File: config.mk
export PLATFORM = sky130hd
export DESIGN_NAME = identifier_utf8_validator
export DESIGN_NICKNAME = d
export VERILOG_FILES = /design/src/design/iuv_pkg.sv /design/src/design/iuv_step.sv /design/src/design/identifier_utf8_validator.sv
export SDC_FILE = /design/constraint.sdc
export NUM_CORES = 1
export LEC_CHECK = 0
export BUFFER_PORTS_ARGS = -buffer_cell sky130_fd_sc_hd__buf_4
export CORE_MARGIN = 3
export CORE_UTILIZATION = 50
export CTS_CLUSTER_SIZE = 40
export DETAILED_ROUTE_END_ITERATION = 12
export GPL_TIMING_DRIVEN = 0
export PLACE_DENSITY = 0.7
export SLEW_MARGIN = 20
export SYNTH_ARGS = -nofsm -noshare
export SYNTH_HDL_FRONTEND = slang
export SYNTH_SLANG_ARGS = --single-unit
File: constraint.sdc
create_clock -name i_clk -period 5.86 [get_ports i_clk]
set_clock_uncertainty 0.2 [all_clocks]
set_input_delay 1.172 -clock i_clk [delete_from_list [all_inputs] [get_ports i_clk]]
set_output_delay 1.172 -clock i_clk [all_outputs]
set_load 0.01 [all_outputs]
File: src/design/iuv_pkg.sv
// shared types and constants for the identifier utf-8 validator
// used by iuv_step and identifier_utf8_validator; no dependencies
package iuv_pkg;

    localparam logic [2:0] ST_OK       = 3'd0;
    localparam logic [2:0] ST_EMPTY    = 3'd1;
    localparam logic [2:0] ST_UTF8     = 3'd2;
    localparam logic [2:0] ST_CONTROL  = 3'd3;
    localparam logic [2:0] ST_RESERVED = 3'd4;

    localparam logic [2:0] LK_NONE = 3'd0;
    localparam logic [2:0] LK_E0   = 3'd1;
    localparam logic [2:0] LK_ED   = 3'd2;
    localparam logic [2:0] LK_F0   = 3'd3;
    localparam logic [2:0] LK_F4   = 3'd4;

    localparam logic [2:0] NAME_SAT = 3'd5;
    localparam logic [2:0] WORD_LEN = 3'd4;

    typedef struct packed {
        logic [1:0] pending;
        logic [2:0] lead_kind;
        logic       expect_second;
        logic       utf8_bad;
        logic       control_bad;
        logic       prev_c2;
        logic [1:0] bom_stage;
        logic [2:0] name_len;
        logic       reserved_match;
    } t_state;

    localparam t_state STATE_RESET = '{
        pending:        2'd0,
        lead_kind:      LK_NONE,
        expect_second:  1'b0,
        utf8_bad:       1'b0,
        control_bad:    1'b0,
        prev_c2:        1'b0,
        bom_stage:      2'd0,
        name_len:       3'd0,
        reserved_match: 1'b1
    };

    // lower-case letters of the reserved word "time"
    function automatic logic [7:0] reserved_char(input logic [1:0] idx);
        logic [7:0] c;
        case (idx)
            2'd0:    c = 8'h74;
            2'd1:    c = 8'h69;
            2'd2:    c = 8'h6D;
            default: c = 8'h65;
        endcase
        return c;
    endfunction

    function automatic logic second_byte_ok(input logic [2:0] kind, input logic [7:0] b);
        logic ok;
        unique case (kind)
            LK_E0:   ok = (b >= 8'hA0);
            LK_ED:   ok = (b <= 8'h9F);
            LK_F0:   ok = (b >= 8'h90);
            LK_F4:   ok = (b <= 8'h8F);
            default: ok = 1'b1;
        endcase
        return ok;
    endfunction

endpackage

File: src/design/iuv_step.sv
// next-state and status logic for one byte of an identifier
// depends on iuv_pkg
module iuv_step
    import iuv_pkg::*;
(
    input  t_state     i_state,
    input  logic [7:0] i_data_byte,
    input  logic       i_last_byte,
    input  logic       i_empty_name,
    output t_state     o_state,
    output logic       o_result,
    output logic [2:0] o_status
);

    t_state     s;
    logic [7:0] low;

    always_comb begin
        s = i_state;

        // utf-8 sequence decode
        if (i_state.pending != 2'd0) begin
            if (i_data_byte < 8'h80 || i_data_byte > 8'hBF) begin
                s.utf8_bad = 1'b1;
                s.pending  = 2'd0;
            end else begin
                if (i_state.expect_second &&
                    !second_byte_ok(i_state.lead_kind, i_data_byte)) begin
                    s.utf8_bad = 1'b1;
                end
                s.pending = i_state.pending - 2'd1;
            end
            s.expect_second = 1'b0;
            s.lead_kind     = LK_NONE;
        end else if (i_data_byte <= 8'h7F) begin
            s.pending = 2'd0;
        end else if (i_data_byte >= 8'hC2 && i_data_byte <= 8'hDF) begin
            s.pending       = 2'd1;
            s.lead_kind     = LK_NONE;
            s.expect_second = 1'b1;
        end else if (i_data_byte >= 8'hE0 && i_data_byte <= 8'hEF) begin
            s.pending       = 2'd2;
            s.lead_kind     = (i_data_byte == 8'hE0) ? LK_E0 :
                              (i_data_byte == 8'hED) ? LK_ED : LK_NONE;
            s.expect_second = 1'b1;
        end else if (i_data_byte >= 8'hF0 && i_data_byte <= 8'hF4) begin
            s.pending       = 2'd3;
            s.lead_kind     = (i_data_byte == 8'hF0) ? LK_F0 :
                              (i_data_byte == 8'hF4) ? LK_F4 : LK_NONE;
            s.expect_second = 1'b1;
        end else begin
            s.utf8_bad = 1'b1;
        end

        // byte order mark EF BB BF
        if (i_state.bom_stage == 2'd2 && i_data_byte == 8'hBF) begin
            s.utf8_bad  = 1'b1;
            s.bom_stage = 2'd0;
        end else if (i_state.bom_stage == 2'd1 && i_data_byte == 8'hBB) begin
            s.bom_stage = 2'd2;
        end else begin
            s.bom_stage = (i_data_byte == 8'hEF) ? 2'd1 : 2'd0;
        end

        // c0, del and c1 (c2 80..9f)
        if (i_data_byte < 8'h20 || i_data_byte == 8'h7F) begin
            s.control_bad = 1'b1;
        end
        if (i_state.prev_c2 && i_data_byte >= 8'h80 && i_data_byte <= 8'h9F) begin
            s.control_bad = 1'b1;
        end
        s.prev_c2 = (i_data_byte == 8'hC2);

        // reserved word, ascii case folded
        low = (i_data_byte >= 8'h41 && i_data_byte <= 8'h5A) ?
              (i_data_byte | 8'h20) : i_data_byte;
        if (i_state.name_len < WORD_LEN) begin
            if (low != reserved_char(i_state.name_len[1:0])) begin
                s.reserved_match = 1'b0;
            end
        end else begin
            s.reserved_match = 1'b0;
        end
        if (i_state.name_len < NAME_SAT) begin
            s.name_len = i_state.name_len + 3'd1;
        end

        // cut-off sequence at the end of the name
        if (i_last_byte && s.pending != 2'd0) begin
            s.utf8_bad = 1'b1;
        end

        if (s.utf8_bad) begin
            o_status = ST_UTF8;
        end else if (s.control_bad) begin
            o_status = ST_CONTROL;
        end else if (s.reserved_match && s.name_len == WORD_LEN) begin
            o_status = ST_RESERVED;
        end else begin
            o_status = ST_OK;
        end

        o_result = i_last_byte || i_empty_name;
        o_state  = s;
        if (i_empty_name) begin
            o_status = ST_EMPTY;
        end
        if (o_result) begin
            o_state = STATE_RESET;
        end
    end

endmodule

File: src/design/identifier_utf8_validator.sv
// top level of the identifier utf-8 validator: input register, state, result register
// depends on iuv_pkg and iuv_step
//
// Checks the bytes of one identifier, one byte per transaction, and gives one
// status transaction when the final byte (or an empty-name marker) arrives:
// 0 ok, 1 empty, 2 invalid strict UTF-8 or byte order mark, 3 control
// character, 4 the reserved name "time" in any ASCII case. Empty has the highest
// priority, then 2, 3 and 4. A byte is taken every cycle while o_stall is low; the
// per-byte work sits between the input register and the state and result
// registers, so a status enters the result register when its final byte leaves
// the input register. A stall on the result side holds only transactions that
// end a name; plain bytes keep flowing until the next final byte meets a full result register.
module identifier_utf8_validator
    import iuv_pkg::*;
(
    input  logic       i_clk,
    input  logic       i_rst_n,
    input  logic       i_valid,
    output logic       o_stall,
    input  logic [7:0] i_data_byte,
    input  logic       i_last_byte,
    input  logic       i_empty_name,
    output logic       o_valid,
    input  logic       i_stall,
    output logic [2:0] o_status
);

    logic       r_in_valid;
    logic [7:0] r_in_byte;
    logic       r_in_last;
    logic       r_in_empty;
    t_state     r_state;
    logic       r_out_valid;
    logic [2:0] r_out_status;

    t_state     n_state;
    logic       step_result;
    logic [2:0] step_status;
    logic       out_free;
    logic       fire;

    iuv_step u_step (
        .i_state      (r_state),
        .i_data_byte  (r_in_byte),
        .i_last_byte  (r_in_last),
        .i_empty_name (r_in_empty),
        .o_state      (n_state),
        .o_result     (step_result),
        .o_status     (step_status)
    );

    assign out_free = !r_out_valid || !i_stall;
    // bytes that end no name need no room in the result register
    assign fire     = r_in_valid && (!step_result || out_free);
    assign o_stall  = r_in_valid && !fire;

    always_ff @(posedge i_clk) begin
        if (!i_rst_n) begin
            r_in_valid  <= 1'b0;
            r_state     <= STATE_RESET;
            r_out_valid <= 1'b0;
        end else begin
            if (!o_stall) begin
                r_in_valid <= i_valid;
            end
            if (fire) begin
                r_state <= n_state;
            end
            if (out_free) begin
                r_out_valid <= fire && step_result;
            end
        end
    end

    always_ff @(posedge i_clk) begin
        if (!o_stall && i_valid) begin
            r_in_byte  <= i_data_byte;
            r_in_last  <= i_last_byte;
            r_in_empty <= i_empty_name;
        end
        if (out_free && fire && step_result) begin
            r_out_status <= step_status;
        end
    end

    assign o_valid  = r_out_valid;
    assign o_status = r_out_status;

endmodule
==> results.yml, run 1 <==
global_route:
  antenna_found_initial: 0
  grt_max_degree: 11
  overflow: 0
  grt_pass1_vias: 1472
  gr-usage-met1_pct: 25.8
  met3_usage_pct: 4.85
  met2_usage_pct: 34.0
  grt_pass1_wl_um: 6640
  grtUsageTotal_pct: 20.6
  top_usage_layer: "met2"
finish:
  drive_gt1_share_pct: 18.7
  final_cell_area_um2: 2010
  syn_to_final_growth_pct: 15.2
  antennaDiodeCount: 0
  final_nets: 227
critical_path:
  cp_slowest_stage_delay_ns: 0.32
  timing.rr.start: "r_state[13]$_SDFFE_PN0P_"
  worstPathArrival_ns: 1.84
  path_common_cell: "buf_4"
  worstPathCellList: "buf_4, nand2_1, nor3b_1, buf_4"
  cp-endpoint: "o_stall"
  cp-end-kind: "primary output"
  r2r-end: "o_status[1]$_SDFFCE_PP0P_"
  cp-start-kind: "primary input"
  required_ns: 4.49
  worst_path_max_delay_cell: "nor3b_1"
  worstPathMaxFanout: 4
  critical_path_class: "primary input to primary output"
  rr_worst_depth: 7
  rrSetupSlack_ns: 3.53
  startpoint: "i_stall"
sta:
  setup_viol: 0
  rsz0062_at_grt: "no"
  worstMarginPinSlew_ns: 0.795
  min_period_over_period_pct: 54.9
  maxSlewViolCount: 0
  min_period_ns: 3.21
  finalHoldViolations: 0
  fmax_ghz: 0.311
  relSlewSlack_pct: 46.6
  fin_setup_tns_ns: 0
  setup_ws_ns: 2.65
clock_network:
  cts_buffer_depth: 2
  htree_levels: 2
  cts_resized: 0
  cts_hold_buf: 0
  path_clk_slew_ns: 0.09
  clock_latency_ns: 0.32
  tritoncts: "built"
  cts_sinks: 30
  post_cts_buffers: 0
  cts_root_buf: "clkbuf_4"
  cts_made_buffers: 5
synth:
  ys_ff_latch: 30
  synth_area_leaders: "edfxtp_1 (22%), dfxtp_1 (20%), ha_1 (3.6%), nand2_1 (3.2%), nor2_1 (2.6%)"
  synth_compound_area_share_pct: 23.9
  synthMuxAreaShare_pct: 0
  ys_async_sr_fraction_pct: 0
  synth_top_family_by_area: "compound AO/OA/AOI/OAI gates"
  syn-num-nets: 202
  yosysSeqAreaShare_pct: 42.0
  synth_edf_count: 13
  syn_inst: 183
  synthAdderAreaFrac_pct: 3.59
  yosys_warnings: 0
  synthDominantCellAreaShare_pct: 22.4
  yosysMostFrequentCell: "dfxtp_1"
  synthXorXnorAreaFrac_pct: 2.01
  ys.flop_type: "dfxtp_1"
  avgSynthCellArea_um2: 9.52
  synth_top_area_cell: "edfxtp_1"
  ys_top_cells_by_count: "dfxtp_1 (17), nand2_1 (15), edfxtp_1 (13)"
  synthSimpleGateAreaFrac_pct: 23.2
  yosys.cell_types.count: 55
  syn-cell-area_um2: 1740
detailed_routing:
  avgViaCountPerCell: 6.08
  routedWlPerCell_um: 15.7
  wirelength_um: 3970
  first_pass_iters: 4
  vias: 1539
  ant_nets: 0
  drt_iter0_drc: 137
  drc: 0
status:
  status: "finished clean"
place:
  finalWeightedCongestion: 0.986
  portBuffers: 18
  place_area_um2: 1930
  pre_cts_ws_ns: 2.65
  dp_hpwl_um: 3020
die:
  die_area_um2: 4230
  ios: 19
  fp.coreArea_um2: 3180
  rows: 20
  die_h_um: 65.0
  die_w_um: 65.0
  start_util_pct: 54.8
run:
  cap_violations: 0
pwr:
  ir_drop_v: 0.000146
  powerDensity_nw_per_um2: 222
  p_leak_nw: 0.727
min_path:
  hold_class: "flip-flop to flip-flop"
-- metrics by stage --
stage	utilization (%)	power (mW)	cells	hold slack [ns]
2_1_floorplan	-	0.270	183	0.259
3_3_place_gp	60.8	0.288	245	0.279
3_5_place_dp	60.8	0.290	245	0.301
4_1_cts	63.1	0.450	253	0.315
5_1_grt	63.1	0.467	253	0.346
6_report	63.1	0.446	253	0.312
-- layout by cell type (no fill, tap or decap), drive strengths merged, types with 6 or more instances in the layout --
cell type	Yosys	final
inv	9	9
edfxtp	13	13
clkbuf	2	9
buf	7	25
o21ai	8	8
nor2	12	12
nand3	6	6
nand2	15	15
dfxtp	17	17
nor2b	7	7
nor3	7	7
-- power breakdown --
group	switching (mW)	internal (mW)	total, mW
Combinational	0.0314	0.0235	0.0549
Sequential	0.00540	0.225	0.231
Clock	0.0701	0.0905	0.161
Total	0.107	0.339	0.446
-- logic make-up (layout without fill, tap and decap cells) --
family                   Yosys count  in the layout
AND/OR/NAND/NOR                   73             73
adder cells (fa/ha/maj)            5              5
flip-flops                        30             30
AO/OA/AOI/OAI                     53             53
XOR/XNOR                           4              4
buffers and inverters             18             44
-- worst max-delay path, delay by kind of cell --
family / cells / cell delay [ns]
simple gates: 2 / 0.40
buf+inv: 2 / 0.27
-- layer usage --
layer | vias up | wire (um)
li1 | 738 | -
met1 | 726 | 1740
met2 | 66 | 1910
met3 | 9 | 246
met4 | 0 | 74
met5 | - | 0
-- flip-flops by register name, indices dropped and copies added, names as in the netlist --
register,count
r_in_valid,1
o_status,3
r_state,15
o_valid,1
r_in_empty,1
r_in_last,1
r_in_byte,8
-- how the worst min path moves through the flow --
stage / slack [ns] / startpoint / endpoint / cells past startpoint
4_1_cts: 0.32 / r_state[10]$_SDFFE_PN0P_ / r_state[10]$_SDFFE_PN0P_ / 2
6_report: 0.31 / r_state[10]$_SDFFE_PN0P_ / r_state[10]$_SDFFE_PN0P_ / 2
2_1_floorplan: 0.26 / r_state[10]$_SDFFE_PN0P_ / r_state[10]$_SDFFE_PN0P_ / 2
3_3_place_gp: 0.28 / r_state[10]$_SDFFE_PN0P_ / r_state[10]$_SDFFE_PN0P_ / 2
5_1_grt: 0.35 / r_state[10]$_SDFFE_PN0P_ / r_state[10]$_SDFFE_PN0P_ / 2
3_5_place_dp: 0.30 / r_state[0]$_SDFFE_PN1P_ / r_state[0]$_SDFFE_PN1P_ / 2
-- cell type report --
| class | instances | area (um2) |
|---|---|---|
| Fill cell | 284 | 1170 |
| Multi-Input combinational cell | 135 | 918 |
| Sequential cell | 30 | 731 |
| Timing Repair Buffer | 18 | 135 |
| Buffer | 9 | 58.8 |
| Tap cell | 44 | 55.1 |
| Clock buffer | 7 | 45.0 |
| Inverter | 9 | 33.8 |
| Clock inverter | 1 | 30.0 |
No activity file was read; power rests on OpenSTA's default activity.
==> run 2: changes to the inputs <==
- PLACE_DENSITY: 0.7 -> 0.72
- clock period: 5.86 -> 2.7 ns (I/O delays scaled with it)
==> results.yml, run 2 (synthesis gave the netlist of run 1 again) <==
sta:
  rsz0062_at_grt: "no"
  whs_ns: 0.175
  min_period_over_period_pct: 87.5
  finalHoldViolations: 0
  worstMarginPinSlew_ns: 0.759
  fin_setup_tns_ns: 0
  maxSlewViolCount: 0
  fmax_ghz: 0.423
  setup_viol: 0
  min_period_ns: 2.36
  relSlewSlack_pct: 49.3
detailed_routing:
  wl_met2_um: 2090
  first_pass_iters: 4
  drt_iter0_drc: 82
  vias: 1510
  met1_length_um: 1800
  routedWlPerCell_um: 16.9
  avgViaCountPerCell: 5.99
  top_layer_used: "met4"
  drc: 0
  ant_nets: 0
  wirelength_um: 4270
  dr_wl_met3_um: 303
clock_network:
  tritoncts: "built"
  cts_resized: 0
  path_clk_slew_ns: 0.09
  cts_hold_buf: 0
  cts_buffer_depth: 2
  cts_root_buf: "clkbuf_4"
  cts_sinks: 30
  cts_made_buffers: 5
  htree_levels: 2
  clock_latency_ns: 0.33
  post_cts_buffers: 0
pwr:
  p_leak_nw: 0.726
  p_total_mw: 0.961
  powerDensity_nw_per_um2: 480
  ir_drop_v: 0.000284
die:
  ios: 19
  rows: 20
  die_h_um: 65.0
  die_area_um2: 4230
  die_w_um: 65.0
  fp.coreArea_um2: 3180
  start_util_pct: 54.8
critical_path:
  rr_worst_depth: 7
  critical_path_class: "flip-flop to flip-flop"
  cp-start-kind: "flip-flop"
  worstPathMaxFanout: 6
  rrSetupSlack_ns: 0.34
  worstPathArrival_ns: 2.26
  cp-end-kind: "flip-flop"
  required_ns: 2.60
place:
  portBuffers: 18
  place_area_um2: 1930
  dp_hpwl_um: 3170
  finalWeightedCongestion: 0.921
  dp.cells: 245
global_route:
  grt_pass1_vias: 1486
  overflow: 0
  antenna_found_initial: 0
  grt_pass1_wl_um: 7040
  grt_max_degree: 11
  grtUsageTotal_pct: 22.5
status:
  status: "finished clean"
finish:
  syn_to_final_growth_pct: 15.0
  largest_register_ffs: 15
  drive_gt1_share_pct: 18.8
  largest_register: "r_state"
  final-instance-count-excl-fill: 252
  final_cell_area_um2: 2000
  antennaDiodeCount: 0
  final_nets: 227
  layout_common_cells: "buf_4 (22), dfxtp_1 (17), nand2_1 (15)"
  mostFrequentLayoutCell: "buf_4"
run:
  cap_violations: 0
min_path:
  hold_class: "primary input to flip-flop"
  hold_depth: 1
[run 2: changes by cell type in the layout (fill, tap and decap cells not counted)]
cell and delta:
clkbuf_1 -2, clkinv_1 +1
[run 2: routing by layer]
layer  vias to the layer above  track usage, %
met1                       711            27.1
met2                        53            37.5
met3                         9            7.45
met4                         0            7.77
met5                         -               0
li1                        737               -
[run 2: worst max-delay path: stages, from the launching register on]
cell,delay (ns)
dfxtp_1,0.36
inv_1,0.08
ha_1,0.26
nand2b_1,0.20
a2111oi_0,0.37
nor3b_2,0.30
o211ai_2,0.17
o21ba_1,0.20
[run 2: final timing paths]
| path | startpoint | endpoint |
|---|---|---|
| hold reg to reg | r_state[10]$_SDFFE_PN0P_ | r_state[10]$_SDFFE_PN0P_ |
| setup / recovery | r_state[14]$_SDFFE_PN0P_ | o_status[1]$_SDFFCE_PP0P_ |
| setup reg to reg | r_state[14]$_SDFFE_PN0P_ | o_status[1]$_SDFFCE_PP0P_ |
| hold / removal | i_data_byte[3] | r_in_byte[3]$_DFFE_PP_ |
[run 2: layout make-up]
type,instances,area (um2)
Buffer,9,58.8
Clock buffer,5,37.5
Clock inverter,2,33.8
Fill cell,284,1170
Inverter,9,33.8
Multi-Input combinational cell,135,918
Sequential cell,30,731
Tap cell,44,55.1
Timing Repair Buffer,18,135
[run 2: power by group]
group	internal, mW	switching [mW]
sequential	0.489	0.0121
clock	0.187	0.153
combinational	0.0510	0.0695
total	0.726	0.234
[run 2: per-stage QoR]
step                      setup WS (ns)  util, %
final                             0.337     63.0
after global routing              0.136     63.0
after CTS                         0.389     63.0
after detailed placement          0.434     60.8
after global placement            0.444     60.8
after floorplan                   0.651        -
==> run 3: changes to the inputs <==
- CTS_BUF_LIST: default -> sky130_fd_sc_hd__clkbuf_8
- PLACE_DENSITY: 0.72 -> 0.7
- clock period: 2.7 -> 2.2 ns (I/O delays scaled with it)
==> results.yml, run 3 (synthesis gave the netlist of run 1 again) <==
sta:
  setup_ws_ns: 0.0661
  whs_ns: 0.136
  maxSlewViolCount: 0
  setup_viol: 0
  min_period_over_period_pct: 97.0
  min_period_ns: 2.13
  finalHoldViolations: 0
  fmax_ghz: 0.469
  worstMarginPinSlew_ns: 0.788
  relSlewSlack_pct: 47.1
clock_network:
  tritoncts: "built"
  cts_made_buffers: 5
  cts_buffer_depth: 2
  path_clk_slew_ns: 0.06
  clock_latency_ns: 0.28
  cts_root_buf: "clkbuf_8"
  cts_sinks: 30
  htree_levels: 2
  cts_hold_buf: 0
die:
  die_w_um: 65.0
  die_area_um2: 4230
  fp.coreArea_um2: 3180
  ios: 19
  start_util_pct: 54.8
  die_h_um: 65.0
  rows: 20
critical_path:
  cp-end-kind: "flip-flop"
  cp-start-kind: "flip-flop"
  r2r-end: "o_status[1]$_SDFFCE_PP0P_"
  worstPathCellList: "inv_2, ha_4, nand2b_4, a2111oi_4, nor3b_4, o211ai_2, o21ba_1"
  crit_buf_inv: 1
  worst_path_max_delay_cell: "dfxtp_1"
  critical_path_class: "flip-flop to flip-flop"
  worstPathMaxFanout: 5
  cp_slowest_stage_delay_ns: 0.35
  rr_worst_depth: 7
  worstPathArrival_ns: 1.97
  cp_top_family: "compound AO/OA/AOI/OAI gates"
  required_ns: 2.04
  rrSetupSlack_ns: 0.07
  timing.rr.start: "r_state[14]$_SDFFE_PN0P_"
finish:
  multi_input_area_um2: 998
  final-instance-count-excl-fill: 254
  largest_register: "r_state"
  mostFrequentLayoutCell: "buf_4"
  fillCellCount: 271
  antennaDiodeCount: 0
  final_nets: 228
  drive_gt1_share_pct: 25.2
  syn_to_final_growth_pct: 22.1
  regArea_um2: 731
  largest_register_ffs: 15
  layout_common_cells: "buf_4 (23), dfxtp_1 (17), nand2_1 (14)"
  final_cell_area_um2: 2130
min_path:
  hold_end: "r_in_last$_DFFE_PP_"
  hold_depth: 1
  min_from: "i_last_byte"
  hold_class: "primary input to flip-flop"
pwr:
  seqPwrFrac_pct: 47.5
  swShare_pct: 23.3
  ir_drop_v: 0.000464
  powerDensity_nw_per_um2: 610
  comb_power_share_pct: 11.8
  p_total_mw: 1.30
  p_leak_nw: 0.771
  clock_power_share_pct: 40.7
  intPower_mw: 0.994
  p_sw_mw: 0.302
detailed_routing:
  routedWlPerCell_um: 16.2
  first_pass_iters: 4
  ant_nets: 0
  met1_length_um: 1710
  drc: 0
  wl_met2_um: 1950
  dr_wl_met3_um: 328
  drt_iter0_drc: 183
  avgViaCountPerCell: 6.18
  top_layer_used: "met4"
  vias: 1569
  wirelength_um: 4100
global_route:
  overflow: 0
  grt_pass1_wl_um: 6770
  grt_pass1_vias: 1480
  antenna_found_initial: 0
  grtUsageTotal_pct: 20.9
  grt_max_degree: 11
place:
  finalWeightedCongestion: 0.986
  dp_hpwl_um: 3020
  portBuffers: 18
  dp.cells: 245
  place_area_um2: 1930
  pre_cts_ws_ns: -0.107
status:
  status: "finished clean"
run:
  cap_violations: 0
==> run 3: worst max path at each step <==
| stage | slack (ns) | start | depth (start not counted) | endpoint |
|---|---|---|---|---|
| after floorplan | 0.15 | r_state[13]$_SDFFE_PN0P_ | 7 | o_status[1]$_SDFFCE_PP0P_ |
| after detailed placement | -0.11 | r_state[13]$_SDFFE_PN0P_ | 7 | o_status[1]$_SDFFCE_PP0P_ |
| after global placement | -0.05 | r_state[13]$_SDFFE_PN0P_ | 7 | o_status[1]$_SDFFCE_PP0P_ |
| after CTS | 0.006 | r_in_last$_DFFE_PP_ | 3 | r_in_byte[5]$_DFFE_PP_ |
| after global routing | -0.004 | r_in_last$_DFFE_PP_ | 5 | r_state[6]$_SDFFE_PN0P_ |
| final | 0.07 | r_state[14]$_SDFFE_PN0P_ | 7 | o_status[1]$_SDFFCE_PP0P_ |
==> run 3: repair_timing <==
| action | 4_1_cts | 5_1_grt |
|---|---|---|
| setup buffers | 0 | 1 |
| pin swaps | 1 | 5 |
| gates resized for setup | 4 | 13 |
| cloned | 0 | 0 |
| setup endpoints to repair | 2 | 16 |
==> run 3: cell type report <==
class / instances / area share, %
Sequential cell: 30 / 34.4
Inverter: 9 / 1.59
Timing Repair Buffer: 19 / 6.71
Tap cell: 44 / 2.59
Multi-Input combinational cell: 135 / 47.0
Clock inverter: 3 / 1.77
Buffer: 9 / 2.77
Clock buffer: 5 / 3.24
==> run 3: through the flow <==
step	util, %	setup TNS [ns]
finish	66.9	0
global route	66.9	-0.00385
CTS	64.6	0
detailed placement	60.8	-0.108
global placement	60.8	-0.0519
floorplan	-	0
==> run 3: layer usage <==
| metal | vias up | global-route usage (%) |
|---|---|---|
| met3 | 12 | 5.20 |
| met1 | 747 | 26.1 |
| met2 | 73 | 34.7 |
| met5 | - | 0 |
| met4 | 0 | 8.03 |
| li1 | 737 | - |
==> run 3: power by group through the flow <==
stage	Sequential (mW)	Clock, mW	Combinational [mW]
4_1_cts	0.615	0.540	0.146
2_1_floorplan	0.624	0	0.0940
3_5_place_dp	0.627	0	0.144
5_1_grt	0.618	0.569	0.166
6_report	0.616	0.527	0.153
3_3_place_gp	0.626	0	0.142
